### config.mk
export PLATFORM = sky130hd
export DESIGN_NAME = pitot_airspeed_with_offset_calibration_top
export DESIGN_NICKNAME = d
export VERILOG_FILES = /design/src/design/pitot_pkg.sv /design/src/design/pitot_rho.sv /design/src/design/pitot_iter.sv /design/src/design/pitot_airspeed_with_offset_calibration_top.sv
export SDC_FILE = /design/constraint.sdc
export NUM_CORES = 2
export LEC_CHECK = 0
export ABC_AREA = 1
export BUFFER_PORTS_ARGS = -buffer_cell sky130_fd_sc_hd__buf_4
export CAP_MARGIN = 15
export CORE_MARGIN = 5
export CORE_UTILIZATION = 43
export CTS_CLUSTER_DIAMETER = 60
export DETAILED_ROUTE_END_ITERATION = 10
export PLACE_DENSITY = 0.69
export SYNTH_ARGS = -nofsm -noshare
export SYNTH_HDL_FRONTEND = slang
export SYNTH_HIERARCHICAL = 1
export SYNTH_SLANG_ARGS = --single-unit
### constraint.sdc
create_clock -name clk_i -period 16.94 [get_ports clk_i]
set_clock_uncertainty 0.15 [all_clocks]
set_input_delay 0.847 -clock clk_i [delete_from_list [all_inputs] [get_ports clk_i]]
set_output_delay 0.847 -clock clk_i [all_outputs]
set_load 0.005 [all_outputs]
### src/design/pitot_pkg.sv
package pitot_pkg;

  typedef enum logic [3:0] {
    ST_IDLE,
    ST_PRES,
    ST_SCALE,
    ST_DIV,
    ST_SQRT_GO,
    ST_SQRT,
    ST_ACC,
    ST_BIAS_GO,
    ST_BIAS_DIV,
    ST_BIAS_SET,
    ST_DONE
  } pitot_state_e;

  typedef enum logic [0:0] {
    MODE_DIV,
    MODE_SQRT
  } pitot_mode_e;

  typedef struct packed {
    logic        start;
    pitot_mode_e mode;
  } pitot_iter_req_t;

  localparam logic [1:0] KIND_MEASURE = 2'd0;
  localparam logic [1:0] KIND_CAL     = 2'd1;
  localparam logic [1:0] KIND_FINISH  = 2'd2;

  localparam int ROM_SIZE = 66;
  localparam int IDX_W    = $clog2(ROM_SIZE);
  localparam int ROM_W    = 11;
  localparam int RHO_W    = 19;
  localparam int MAG_W    = 30;
  localparam int MUL_W    = 40;
  localparam int SCALE_W  = MUL_W + 9;
  localparam int SQRT_W   = 32;
  localparam int ROOT_W   = 16;
  localparam int TERM_W   = 20;
  localparam int BIAS_W   = 17;
  localparam int SPEED_W  = 15;

  localparam logic signed [31:0] PRES_GAIN   = 32'sd6600;
  localparam logic signed [31:0] PRES_OFFSET = 32'sd163840000;
  localparam logic [9:0]         RHO_UNIT    = 10'd1000;
  localparam logic [19:0]        CAL_GAIN    = 20'd200;
  localparam logic signed [20:0] CAL_MID     = 21'sd310303;
  localparam logic [4:0]         DEN_GAIN    = 5'd25;

  localparam logic signed [BIAS_W-1:0] BIAS_HIGH = 17'sh0FFFF;
  localparam logic signed [BIAS_W-1:0] BIAS_LOW  = 17'sh10000;
  localparam int BIAS_HIGH_MAG = 65535;
  localparam int BIAS_LOW_MAG  = 65536;

  localparam logic [ROM_W-1:0] DENSITY_ROM [ROM_SIZE] = '{
    11'd1368, 11'd1363, 11'd1358, 11'd1353, 11'd1348, 11'd1342, 11'd1337, 11'd1332,
    11'd1327, 11'd1322, 11'd1317, 11'd1312, 11'd1308, 11'd1303, 11'd1298, 11'd1293,
    11'd1288, 11'd1284, 11'd1279, 11'd1275, 11'd1270, 11'd1265, 11'd1261, 11'd1256,
    11'd1252, 11'd1248, 11'd1243, 11'd1239, 11'd1235, 11'd1230, 11'd1226, 11'd1222,
    11'd1217, 11'd1213, 11'd1209, 11'd1205, 11'd1201, 11'd1197, 11'd1193, 11'd1189,
    11'd1185, 11'd1181, 11'd1177, 11'd1173, 11'd1169, 11'd1165, 11'd1161, 11'd1157,
    11'd1154, 11'd1150, 11'd1146, 11'd1142, 11'd1139, 11'd1135, 11'd1132, 11'd1128,
    11'd1124, 11'd1121, 11'd1117, 11'd1114, 11'd1110, 11'd1107, 11'd1103, 11'd1100,
    11'd1096, 11'd1093
  };

endpackage

### src/design/pitot_rho.sv
module pitot_rho #(
  parameter int DENSITY_ENTRIES = 66
) (
  input  logic                          clk_i,
  input  logic signed [15:0]            temp_i,
  output logic [pitot_pkg::RHO_W-1:0]   rho_o
);

  localparam int TOP = ((DENSITY_ENTRIES < pitot_pkg::ROM_SIZE) ?
                        DENSITY_ENTRIES : pitot_pkg::ROM_SIZE) - 1;
  localparam logic signed [17:0] T_LO  = -18'sd3840;
  localparam logic signed [17:0] T_HI  = 18'((TOP - 15) * 256);
  localparam logic signed [17:0] T_OFS = 18'sd3840;

  logic signed [17:0]                  temp_x;
  logic signed [17:0]                  temp_c;
  logic signed [17:0]                  t_w;
  logic [pitot_pkg::IDX_W-1:0]         idx_w;
  logic [pitot_pkg::IDX_W-1:0]         nx_w;
  logic [7:0]                          frac_w;
  logic [pitot_pkg::ROM_W-1:0]         base_w;
  logic [pitot_pkg::ROM_W-1:0]         next_w;
  logic signed [11:0]                  step_w;
  logic signed [20:0]                  prod_w;
  logic signed [21:0]                  rho_w;
  logic [pitot_pkg::RHO_W-1:0]         rho_q;

  always_comb begin
    temp_x = {{2{temp_i[15]}}, temp_i};
    if (temp_x < T_LO) begin
      temp_c = T_LO;
    end else if (temp_x > T_HI) begin
      temp_c = T_HI;
    end else begin
      temp_c = temp_x;
    end
    t_w    = temp_c + T_OFS;
    idx_w  = t_w[pitot_pkg::IDX_W+7:8];
    frac_w = t_w[7:0];
    nx_w   = (idx_w >= pitot_pkg::IDX_W'(TOP)) ? idx_w : idx_w + 1'b1;
    base_w = pitot_pkg::DENSITY_ROM[idx_w];
    next_w = pitot_pkg::DENSITY_ROM[nx_w];
    step_w = $signed({1'b0, next_w}) - $signed({1'b0, base_w});
    prod_w = step_w * $signed({1'b0, frac_w});
    rho_w  = $signed({3'b000, base_w, 8'h00}) + prod_w;
  end

  always_ff @(posedge clk_i) begin
    rho_q <= rho_w[pitot_pkg::RHO_W-1:0];
  end

  assign rho_o = rho_q;

endmodule

### src/design/pitot_iter.sv
module pitot_iter #(
  parameter int NUM_W = 49,
  parameter int DEN_W = 21
) (
  input  logic                          clk_i,
  input  logic                          rst_ni,
  input  pitot_pkg::pitot_iter_req_t    req_i,
  input  logic [NUM_W-1:0]              num_i,
  input  logic [DEN_W-1:0]              den_i,
  output logic                          busy_o,
  output logic [NUM_W-1:0]              quot_o,
  output logic [pitot_pkg::ROOT_W-1:0]  root_o
);

  localparam int REM_W = DEN_W + 1;
  localparam int CNT_W = $clog2(NUM_W + 1);

  logic                          busy_q;
  pitot_pkg::pitot_mode_e        mode_q;
  logic [CNT_W-1:0]              cnt_q;
  logic [NUM_W-1:0]              acc_q;
  logic [REM_W-1:0]              rem_q;
  logic [DEN_W-1:0]              den_q;
  logic [pitot_pkg::ROOT_W-1:0]  root_q;

  logic [REM_W-1:0]              op_a;
  logic [REM_W-1:0]              op_b;
  logic [REM_W:0]                diff_w;
  logic                          ge_w;
  logic [REM_W-1:0]              rem_d;

  always_comb begin
    if (mode_q == pitot_pkg::MODE_SQRT) begin
      op_a = {rem_q[REM_W-3:0], acc_q[pitot_pkg::SQRT_W-1 -: 2]};
      op_b = REM_W'({root_q, 2'b01});
    end else begin
      op_a = {rem_q[REM_W-2:0], acc_q[NUM_W-1]};
      op_b = {1'b0, den_q};
    end
    diff_w = {1'b0, op_a} - {1'b0, op_b};
    ge_w   = ~diff_w[REM_W];
    rem_d  = ge_w ? diff_w[REM_W-1:0] : op_a;
  end

  always_ff @(posedge clk_i or negedge rst_ni) begin
    if (!rst_ni) begin
      busy_q <= 1'b0;
      mode_q <= pitot_pkg::MODE_DIV;
      cnt_q  <= '0;
    end else if (req_i.start) begin
      busy_q <= 1'b1;
      mode_q <= req_i.mode;
      cnt_q  <= (req_i.mode == pitot_pkg::MODE_SQRT) ?
                CNT_W'(pitot_pkg::ROOT_W) : CNT_W'(NUM_W);
    end else if (busy_q) begin
      cnt_q <= cnt_q - 1'b1;
      if (cnt_q == CNT_W'(1)) begin
        busy_q <= 1'b0;
      end
    end
  end

  always_ff @(posedge clk_i) begin
    if (req_i.start) begin
      acc_q  <= num_i;
      den_q  <= den_i;
      rem_q  <= '0;
      root_q <= '0;
    end else if (busy_q) begin
      rem_q <= rem_d;
      if (mode_q == pitot_pkg::MODE_SQRT) begin
        acc_q  <= {acc_q[NUM_W-3:0], 2'b00};
        root_q <= {root_q[pitot_pkg::ROOT_W-2:0], ge_w};
      end else begin
        acc_q <= {acc_q[NUM_W-2:0], ge_w};
      end
    end
  end

  assign busy_o = busy_q;
  assign quot_o = acc_q;
  assign root_o = root_q;

endmodule

### src/design/pitot_airspeed_with_offset_calibration_top.sv
// Pitot airspeed with zero-offset calibration.
// Input channel (in_valid_i/in_ready_o) carries one request: kind_i, a 12-bit
// pressure sample and a Q7.8 temperature. Output channel (out_valid_o/
// out_ready_i) returns exactly one result per request: airspeed in 1/256 m/s,
// the current bias in 1/16 counts, and a flag set by a finish request.
// One request is worked on at a time. A measure request runs one restoring
// divide (NUM_W steps, 49 at default) and one square root (16 steps) on the
// shared compare-subtract unit; a finish request runs one divide for the bias.
// The shared unit sets the throughput.
// The result sits in an output register; the next request is taken while it
// waits, but its own result is held back until the register is free, so a
// stalled receiver stops the block after one further request.
// Reset clears the bias, the calibration sum and count, and empties the
// output register.
module pitot_airspeed_with_offset_calibration_top #(
  parameter int DENSITY_ENTRIES = 66,
  parameter int COUNT_BITS      = 16
) (
  input  logic               clk_i,
  input  logic               rst_ni,
  input  logic               in_valid_i,
  output logic               in_ready_o,
  input  logic [1:0]         kind_i,
  input  logic [11:0]        adc_sample_i,
  input  logic signed [15:0] temperature_i,
  output logic               out_valid_o,
  input  logic               out_ready_i,
  output logic [14:0]        air_speed_o,
  output logic signed [16:0] bias_out_o,
  output logic               bias_updated_o
);

  localparam int SUM_W = COUNT_BITS + pitot_pkg::TERM_W;
  localparam int AN_W  = SUM_W + 2;
  localparam int DEN_W = (COUNT_BITS + 5 > pitot_pkg::RHO_W) ?
                         COUNT_BITS + 5 : pitot_pkg::RHO_W;
  localparam int NUM_W = (AN_W > pitot_pkg::SCALE_W) ? AN_W : pitot_pkg::SCALE_W;

  pitot_pkg::pitot_state_e            state_q, state_d;
  logic [1:0]                         kind_q;
  logic [11:0]                        adc_q;
  logic signed [15:0]                 temp_q;
  logic [pitot_pkg::MAG_W-1:0]        mag_q;
  logic [pitot_pkg::SPEED_W-1:0]      speed_q;
  logic signed [pitot_pkg::BIAS_W-1:0] bias_q;
  logic signed [SUM_W-1:0]            sum_q;
  logic [COUNT_BITS-1:0]              count_q;
  logic                               out_valid_q;
  logic [pitot_pkg::SPEED_W-1:0]      out_speed_q;
  logic signed [pitot_pkg::BIAS_W-1:0] out_bias_q;
  logic                               out_upd_q;

  logic [pitot_pkg::RHO_W-1:0]        rho_w;
  pitot_pkg::pitot_iter_req_t         req_w;
  logic [NUM_W-1:0]                   num_w;
  logic [DEN_W-1:0]                   den_sel_w;
  logic                               busy_w;
  logic [NUM_W-1:0]                   quot_w;
  logic [pitot_pkg::ROOT_W-1:0]       root_w;
  logic                               in_take;
  logic                               out_load;

  logic signed [17:0]                 diff_w;
  logic signed [31:0]                 prod_w;
  logic signed [31:0]                 pn_w;
  logic [pitot_pkg::MAG_W-1:0]        mag_w;
  logic [pitot_pkg::MUL_W-1:0]        scaled_w;
  logic [19:0]                        adc_x_w;
  logic signed [20:0]                 term_w;
  logic                               count_full;
  logic [DEN_W-1:0]                   den_w;
  logic                               sum_neg;
  logic [SUM_W-1:0]                   sum_abs;
  logic [AN_W-1:0]                    an_w;
  logic signed [pitot_pkg::BIAS_W-1:0] bias_new;
  logic [pitot_pkg::SPEED_W-1:0]      speed_sat;

  pitot_rho #(
    .DENSITY_ENTRIES(DENSITY_ENTRIES)
  ) u_rho (
    .clk_i (clk_i),
    .temp_i(temp_q),
    .rho_o (rho_w)
  );

  pitot_iter #(
    .NUM_W(NUM_W),
    .DEN_W(DEN_W)
  ) u_iter (
    .clk_i (clk_i),
    .rst_ni(rst_ni),
    .req_i (req_w),
    .num_i (num_w),
    .den_i (den_sel_w),
    .busy_o(busy_w),
    .quot_o(quot_w),
    .root_o(root_w)
  );

  always_comb begin
    diff_w   = $signed({2'b00, adc_q, 4'b0000}) - $signed({bias_q[16], bias_q});
    prod_w   = diff_w * pitot_pkg::PRES_GAIN;
    pn_w     = prod_w - pitot_pkg::PRES_OFFSET;
    mag_w    = pn_w[31] ? pitot_pkg::MAG_W'(-pn_w) : pitot_pkg::MAG_W'(pn_w);
    scaled_w = pitot_pkg::MUL_W'(mag_q) * pitot_pkg::MUL_W'(pitot_pkg::RHO_UNIT);

    adc_x_w    = 20'(adc_q) * pitot_pkg::CAL_GAIN;
    term_w     = $signed({1'b0, adc_x_w}) - pitot_pkg::CAL_MID;
    count_full = &count_q;

    den_w   = DEN_W'(count_q) * DEN_W'(pitot_pkg::DEN_GAIN);
    sum_neg = sum_q[SUM_W-1];
    sum_abs = sum_neg ? SUM_W'(-sum_q) : SUM_W'(sum_q);
    an_w    = {1'b0, sum_abs, 1'b0} + AN_W'(den_w >> 1);

    if (!sum_neg) begin
      bias_new = (quot_w > NUM_W'(pitot_pkg::BIAS_HIGH_MAG)) ?
                 pitot_pkg::BIAS_HIGH : $signed(quot_w[pitot_pkg::BIAS_W-1:0]);
    end else begin
      bias_new = (quot_w > NUM_W'(pitot_pkg::BIAS_LOW_MAG)) ?
                 pitot_pkg::BIAS_LOW : -$signed(quot_w[pitot_pkg::BIAS_W-1:0]);
    end

    speed_sat = root_w[pitot_pkg::ROOT_W-1] ? '1 : root_w[pitot_pkg::SPEED_W-1:0];
  end

  always_comb begin
    state_d = state_q;
    case (state_q)
      pitot_pkg::ST_IDLE: begin
        if (in_valid_i) begin
          state_d = pitot_pkg::ST_PRES;
        end
      end
      pitot_pkg::ST_PRES: begin
        case (kind_q)
          pitot_pkg::KIND_MEASURE: state_d = pitot_pkg::ST_SCALE;
          pitot_pkg::KIND_CAL:     state_d = pitot_pkg::ST_ACC;
          pitot_pkg::KIND_FINISH:  state_d = pitot_pkg::ST_ACC;
          default:                 state_d = pitot_pkg::ST_DONE;
        endcase
      end
      pitot_pkg::ST_SCALE: state_d = pitot_pkg::ST_DIV;
      pitot_pkg::ST_DIV: begin
        if (!busy_w) begin
          state_d = pitot_pkg::ST_SQRT_GO;
        end
      end
      pitot_pkg::ST_SQRT_GO: state_d = pitot_pkg::ST_SQRT;
      pitot_pkg::ST_SQRT: begin
        if (!busy_w) begin
          state_d = pitot_pkg::ST_DONE;
        end
      end
      pitot_pkg::ST_ACC: begin
        state_d = (kind_q == pitot_pkg::KIND_FINISH) ? pitot_pkg::ST_BIAS_GO :
                                                       pitot_pkg::ST_DONE;
      end
      pitot_pkg::ST_BIAS_GO: state_d = pitot_pkg::ST_BIAS_DIV;
      pitot_pkg::ST_BIAS_DIV: begin
        if (!busy_w) begin
          state_d = pitot_pkg::ST_BIAS_SET;
        end
      end
      pitot_pkg::ST_BIAS_SET: state_d = pitot_pkg::ST_DONE;
      pitot_pkg::ST_DONE: begin
        if (!out_valid_q || out_ready_i) begin
          state_d = pitot_pkg::ST_IDLE;
        end
      end
      default: state_d = pitot_pkg::ST_IDLE;
    endcase
  end

  always_comb begin
    in_ready_o = 1'b0;
    out_load   = 1'b0;
    req_w      = '{start: 1'b0, mode: pitot_pkg::MODE_DIV};
    num_w      = '0;
    den_sel_w  = '0;
    case (state_q)
      pitot_pkg::ST_IDLE: in_ready_o = 1'b1;
      pitot_pkg::ST_SCALE: begin
        req_w     = '{start: 1'b1, mode: pitot_pkg::MODE_DIV};
        num_w     = NUM_W'({scaled_w, 9'h000});
        den_sel_w = DEN_W'(rho_w);
      end
      pitot_pkg::ST_SQRT_GO: begin
        req_w = '{start: 1'b1, mode: pitot_pkg::MODE_SQRT};
        num_w = NUM_W'(quot_w[pitot_pkg::SQRT_W-1:0]);
      end
      pitot_pkg::ST_BIAS_GO: begin
        req_w     = '{start: 1'b1, mode: pitot_pkg::MODE_DIV};
        num_w     = NUM_W'(an_w);
        den_sel_w = den_w;
      end
      pitot_pkg::ST_DONE: out_load = !out_valid_q || out_ready_i;
      default: begin
      end
    endcase
  end

  assign in_take = in_valid_i && in_ready_o;

  always_ff @(posedge clk_i or negedge rst_ni) begin
    if (!rst_ni) begin
      state_q     <= pitot_pkg::ST_IDLE;
      bias_q      <= '0;
      sum_q       <= '0;
      count_q     <= '0;
      out_valid_q <= 1'b0;
    end else begin
      state_q <= state_d;
      if (state_q == pitot_pkg::ST_ACC && !count_full) begin
        count_q <= count_q + 1'b1;
        sum_q   <= sum_q + {{(SUM_W-21){term_w[20]}}, term_w};
      end
      if (state_q == pitot_pkg::ST_BIAS_SET) begin
        bias_q  <= bias_new;
        sum_q   <= '0;
        count_q <= '0;
      end
      if (out_load) begin
        out_valid_q <= 1'b1;
      end else if (out_ready_i) begin
        out_valid_q <= 1'b0;
      end
    end
  end

  always_ff @(posedge clk_i) begin
    if (in_take) begin
      kind_q  <= kind_i;
      adc_q   <= adc_sample_i;
      temp_q  <= temperature_i;
      speed_q <= '0;
    end
    if (state_q == pitot_pkg::ST_PRES) begin
      mag_q <= mag_w;
    end
    if (state_q == pitot_pkg::ST_SQRT && !busy_w) begin
      speed_q <= speed_sat;
    end
    if (out_load) begin
      out_speed_q <= speed_q;
      out_bias_q  <= bias_q;
      out_upd_q   <= (kind_q == pitot_pkg::KIND_FINISH);
    end
  end

  assign out_valid_o    = out_valid_q;
  assign air_speed_o    = out_speed_q;
  assign bias_out_o     = out_bias_q;
  assign bias_updated_o = out_upd_q;

endmodule

==> impl_metrics.ini <==
[clock_tree]
numClockSinks = 313
htreeDepth = 2
postCtsSetupRepairBufs = 0
clkTransAtPathRegs_ns = 0.06
worst_skew_pair.late_latency_ns = 0.58
cts_root_buf = clkbuf_16
cts_tree = done
clk_path_buf_depth = 3
numCtsBuffers = 42

[setup_path]
slowest_stage = xor2_2
worstSetupPathType = reg -> reg
crit_fanout = 16
critPathMaxStageDelay_ns = 0.61
crit_top_cell = inv_1
cp-startpoint = temp_q[9]
startpoint_type = register
r2r_slack_ns = 5.86
reg2reg_from = temp_q[9]
critPathArrivalTime_ns = 11.43
worstSetupEndpointType = register
required_ns = 17.28
r2r_cells = 52

[layout]
multi_input_area_um2 = 25900
seqCellArea_um2 = 8430
insertedDiodeCount = 0
nets = 5829
drive_gt1_share_pct = 6.37
area_delta_synth_final_pct = 8.37
fillers = 8727

[yosys]
syn_nets = 5795
synth_area_um2 = 38000
syn_avg_cell_area_um2 = 7.49
synth_top_area_share_pct = 14.0
synth_edf_count = 175
async_flop_share_pct = 26.2
yosysUniqueCellTypes = 68
syn_inst = 5080
netlist_top_cells_area = ha_1, edfxtp_1, fa_1
synth-seq-cells = 313
synth_seq_area_share_pct = 22.2
yosys_warnings = 6
synth-main-ff-cell = edfxtp_1
synth_top_area_cell = ha_1

[routing]
routed_wl_um = 98100
vias = 32900
ant_nets = 0
first_pass_iters = 6
drc = 0
drt-initial-drc-count = 2439
via_per_inst = 5.22
wl_per_cell_um = 15.5

[place]
gp_congestion = 0.957
post-dp-hpwl_um = 79200
dpl_worst_slack_ns = 5.86
port_buffers = 68

[timing]
min_period_ns = 11.08
setup_slack_ns = 5.86
tightest_slew_ns = 1.07
fin_setup_tns_ns = 0
hold_viol_final = 0
finalCritPeriodShare_pct = 65.4
finalMaxSlewViolations = 0
setup-violations-final = 0
relSlewSlack_pct = 28.1
rsz0062_at_grt = no
max_freq_mhz = 90.2

[floorplanning]
rows = 109
io_pins = 69
die_y_um = 307
die_area_um2 = 94500
start_util_pct = 43.2
design.core.area_um2 = 88100
die_x_um = 307

[grt]
antenna_found_initial = 1
grt_pass1_vias = 32200
groute.usage.overall_pct = 20.7
grt_overflow = 0
grt_pass1_wl_um = 164000
grt_max_degree = 66

[hold_path]
hp-class = reg -> reg
hold_depth = 0
min-delay-start = speed_q[11]

[outcome]
outcome = finished clean

[run]
cap_violations = 0
## critical path, delay by kind of cell, from the launching register on
family	cells	cell delay [ns]
XOR/XNOR	3	1.16
flip-flops	1	0.35
AO/OA/AOI/OAI	11	1.81
buffers and inverters	10	1.41
adder cells (fa/ha/maj)	9	3.97
AND/OR/NAND/NOR	19	2.11
## area by class of cell
type	instances	area share, %
multi-input cells	3789	62.7
flip-flops and latches	313	20.5
inverters	880	8.02
well taps	1165	3.54
clock buffers	48	2.63
repair buffers	88	1.61
clock inverters	30	1.00
## sequential cells by signal, summed over array words and instances (netlist names)
name,count
bias_out_o,17
out_valid_o,1
u_iter/mode_q,1
u_iter/root_o,16
bias_updated_o,1
kind_q,2
count_q,16
temp_q,16
bias_q,17
speed_q,15
u_rho/rho_o,19
sum_q,36
air_speed_o,15
state_q,4
u_iter/quot_o,49
u_iter/den_q,21
u_iter/busy_o,1
adc_q,12
mag_q,27
u_iter/cnt_q,6
u_iter/rem_q,21
## metrics by stage
step	util (%)	hold slack [ns]	instance area [um2]	std cells
2_1_floorplan	-	0.250	38000	5080
3_3_place_gp	45.1	0.256	39700	6233
3_5_place_dp	45.1	0.255	39700	6233
4_1_cts	46.8	0.259	41200	6312
5_1_grt	46.8	0.270	41200	6313
6_report	46.8	0.268	41200	6313
## timing repair
item,4_1_cts,5_1_grt
endpoints found under the hold margin,17,0
hold buffers,1,0
gates resized for setup,0,0
## cells by family (layout without fill, tap and decap cells)
kind of cell | count (synthesis) | in the layout | synth area share [%]
xor gates and xnor gates | 194 | 194 | 4.69
DFF | 313 | 313 | 22.2
AOI/OAI and AO/OA | 862 | 862 | 12.8
muxes | 1 | 1 | 0.0263
adders and majority gates | 681 | 681 | 27.4
buffers and inverters | 978 | 1046 | 9.93
and+or+nand+nor | 2051 | 2051 | 23.0
## per-layer routing
metal,up-vias,track usage [%],share of wire (%)
li1,16600,-,-
met1,15400,29.6,47
met2,850,34.2,45
met3,118,2.02,5.4
met4,0,4.79,2.3
met5,-,0,0
## path summary, 6_finish.rpt
check,to
min in group asynchronous,bias_q[3]
worst min-delay path,air_speed_o[11]
max in group asynchronous,u_iter/mode_q
worst max-delay path,u_rho/rho_o[17]
worst max register to register,u_rho/rho_o[17]
worst min register to register,air_speed_o[11]
## synthesized netlist by cell type, types with 13 or more instances
library cell / n
edfxtp_1: 175
or2_2: 13
o21ai_0: 266
nand2_2: 37
xor2_1: 128
o211ai_1: 28
nand3_1: 228
inv_2: 25
inv_1: 852
a21oi_1: 365
a31oi_1: 29
xnor2_1: 56
ha_1: 426
clkbuf_1: 60
nor2_2: 31
nor2_1: 484
a21o_1: 23
nand2_1: 1093
dfxtp_1: 56
fa_1: 255
o21bai_1: 13
o22ai_1: 39
a22o_1: 13
nor3_1: 46
o21ai_1: 16
nor4_1: 19
nand4_1: 45
buf_1: 15
dfrtp_1: 82
## cell usage in the layout (no fill, tap or decap), types with 11 or more instances in the layout
cell type	n
buf_4	87
dfrtp_1	81
fa_1	255
o21ai_1	17
xnor2_1	56
nor2_4	14
edfxtp_1	175
nand2_2	37
nor2_2	34
xor2_1	128
nor3_1	46
inv_2	26
ha_1	426
dfxtp_1	56
o21bai_1	13
nor2_1	479
inv_1	851
a31oi_1	29
a21o_1	23
nand2_1	1093
or2_2	13
nand4_1	45
o22ai_1	39
clkbuf_16	42
o21ai_0	265
nor4_1	19
a21oi_1	365
nand3_2	11
o211ai_1	28
a22o_1	13
nand3_1	227
Power is left out: the tool's default activity adds up to more than one toggle a clock period on the data nets, which glitch-free logic cannot reach.
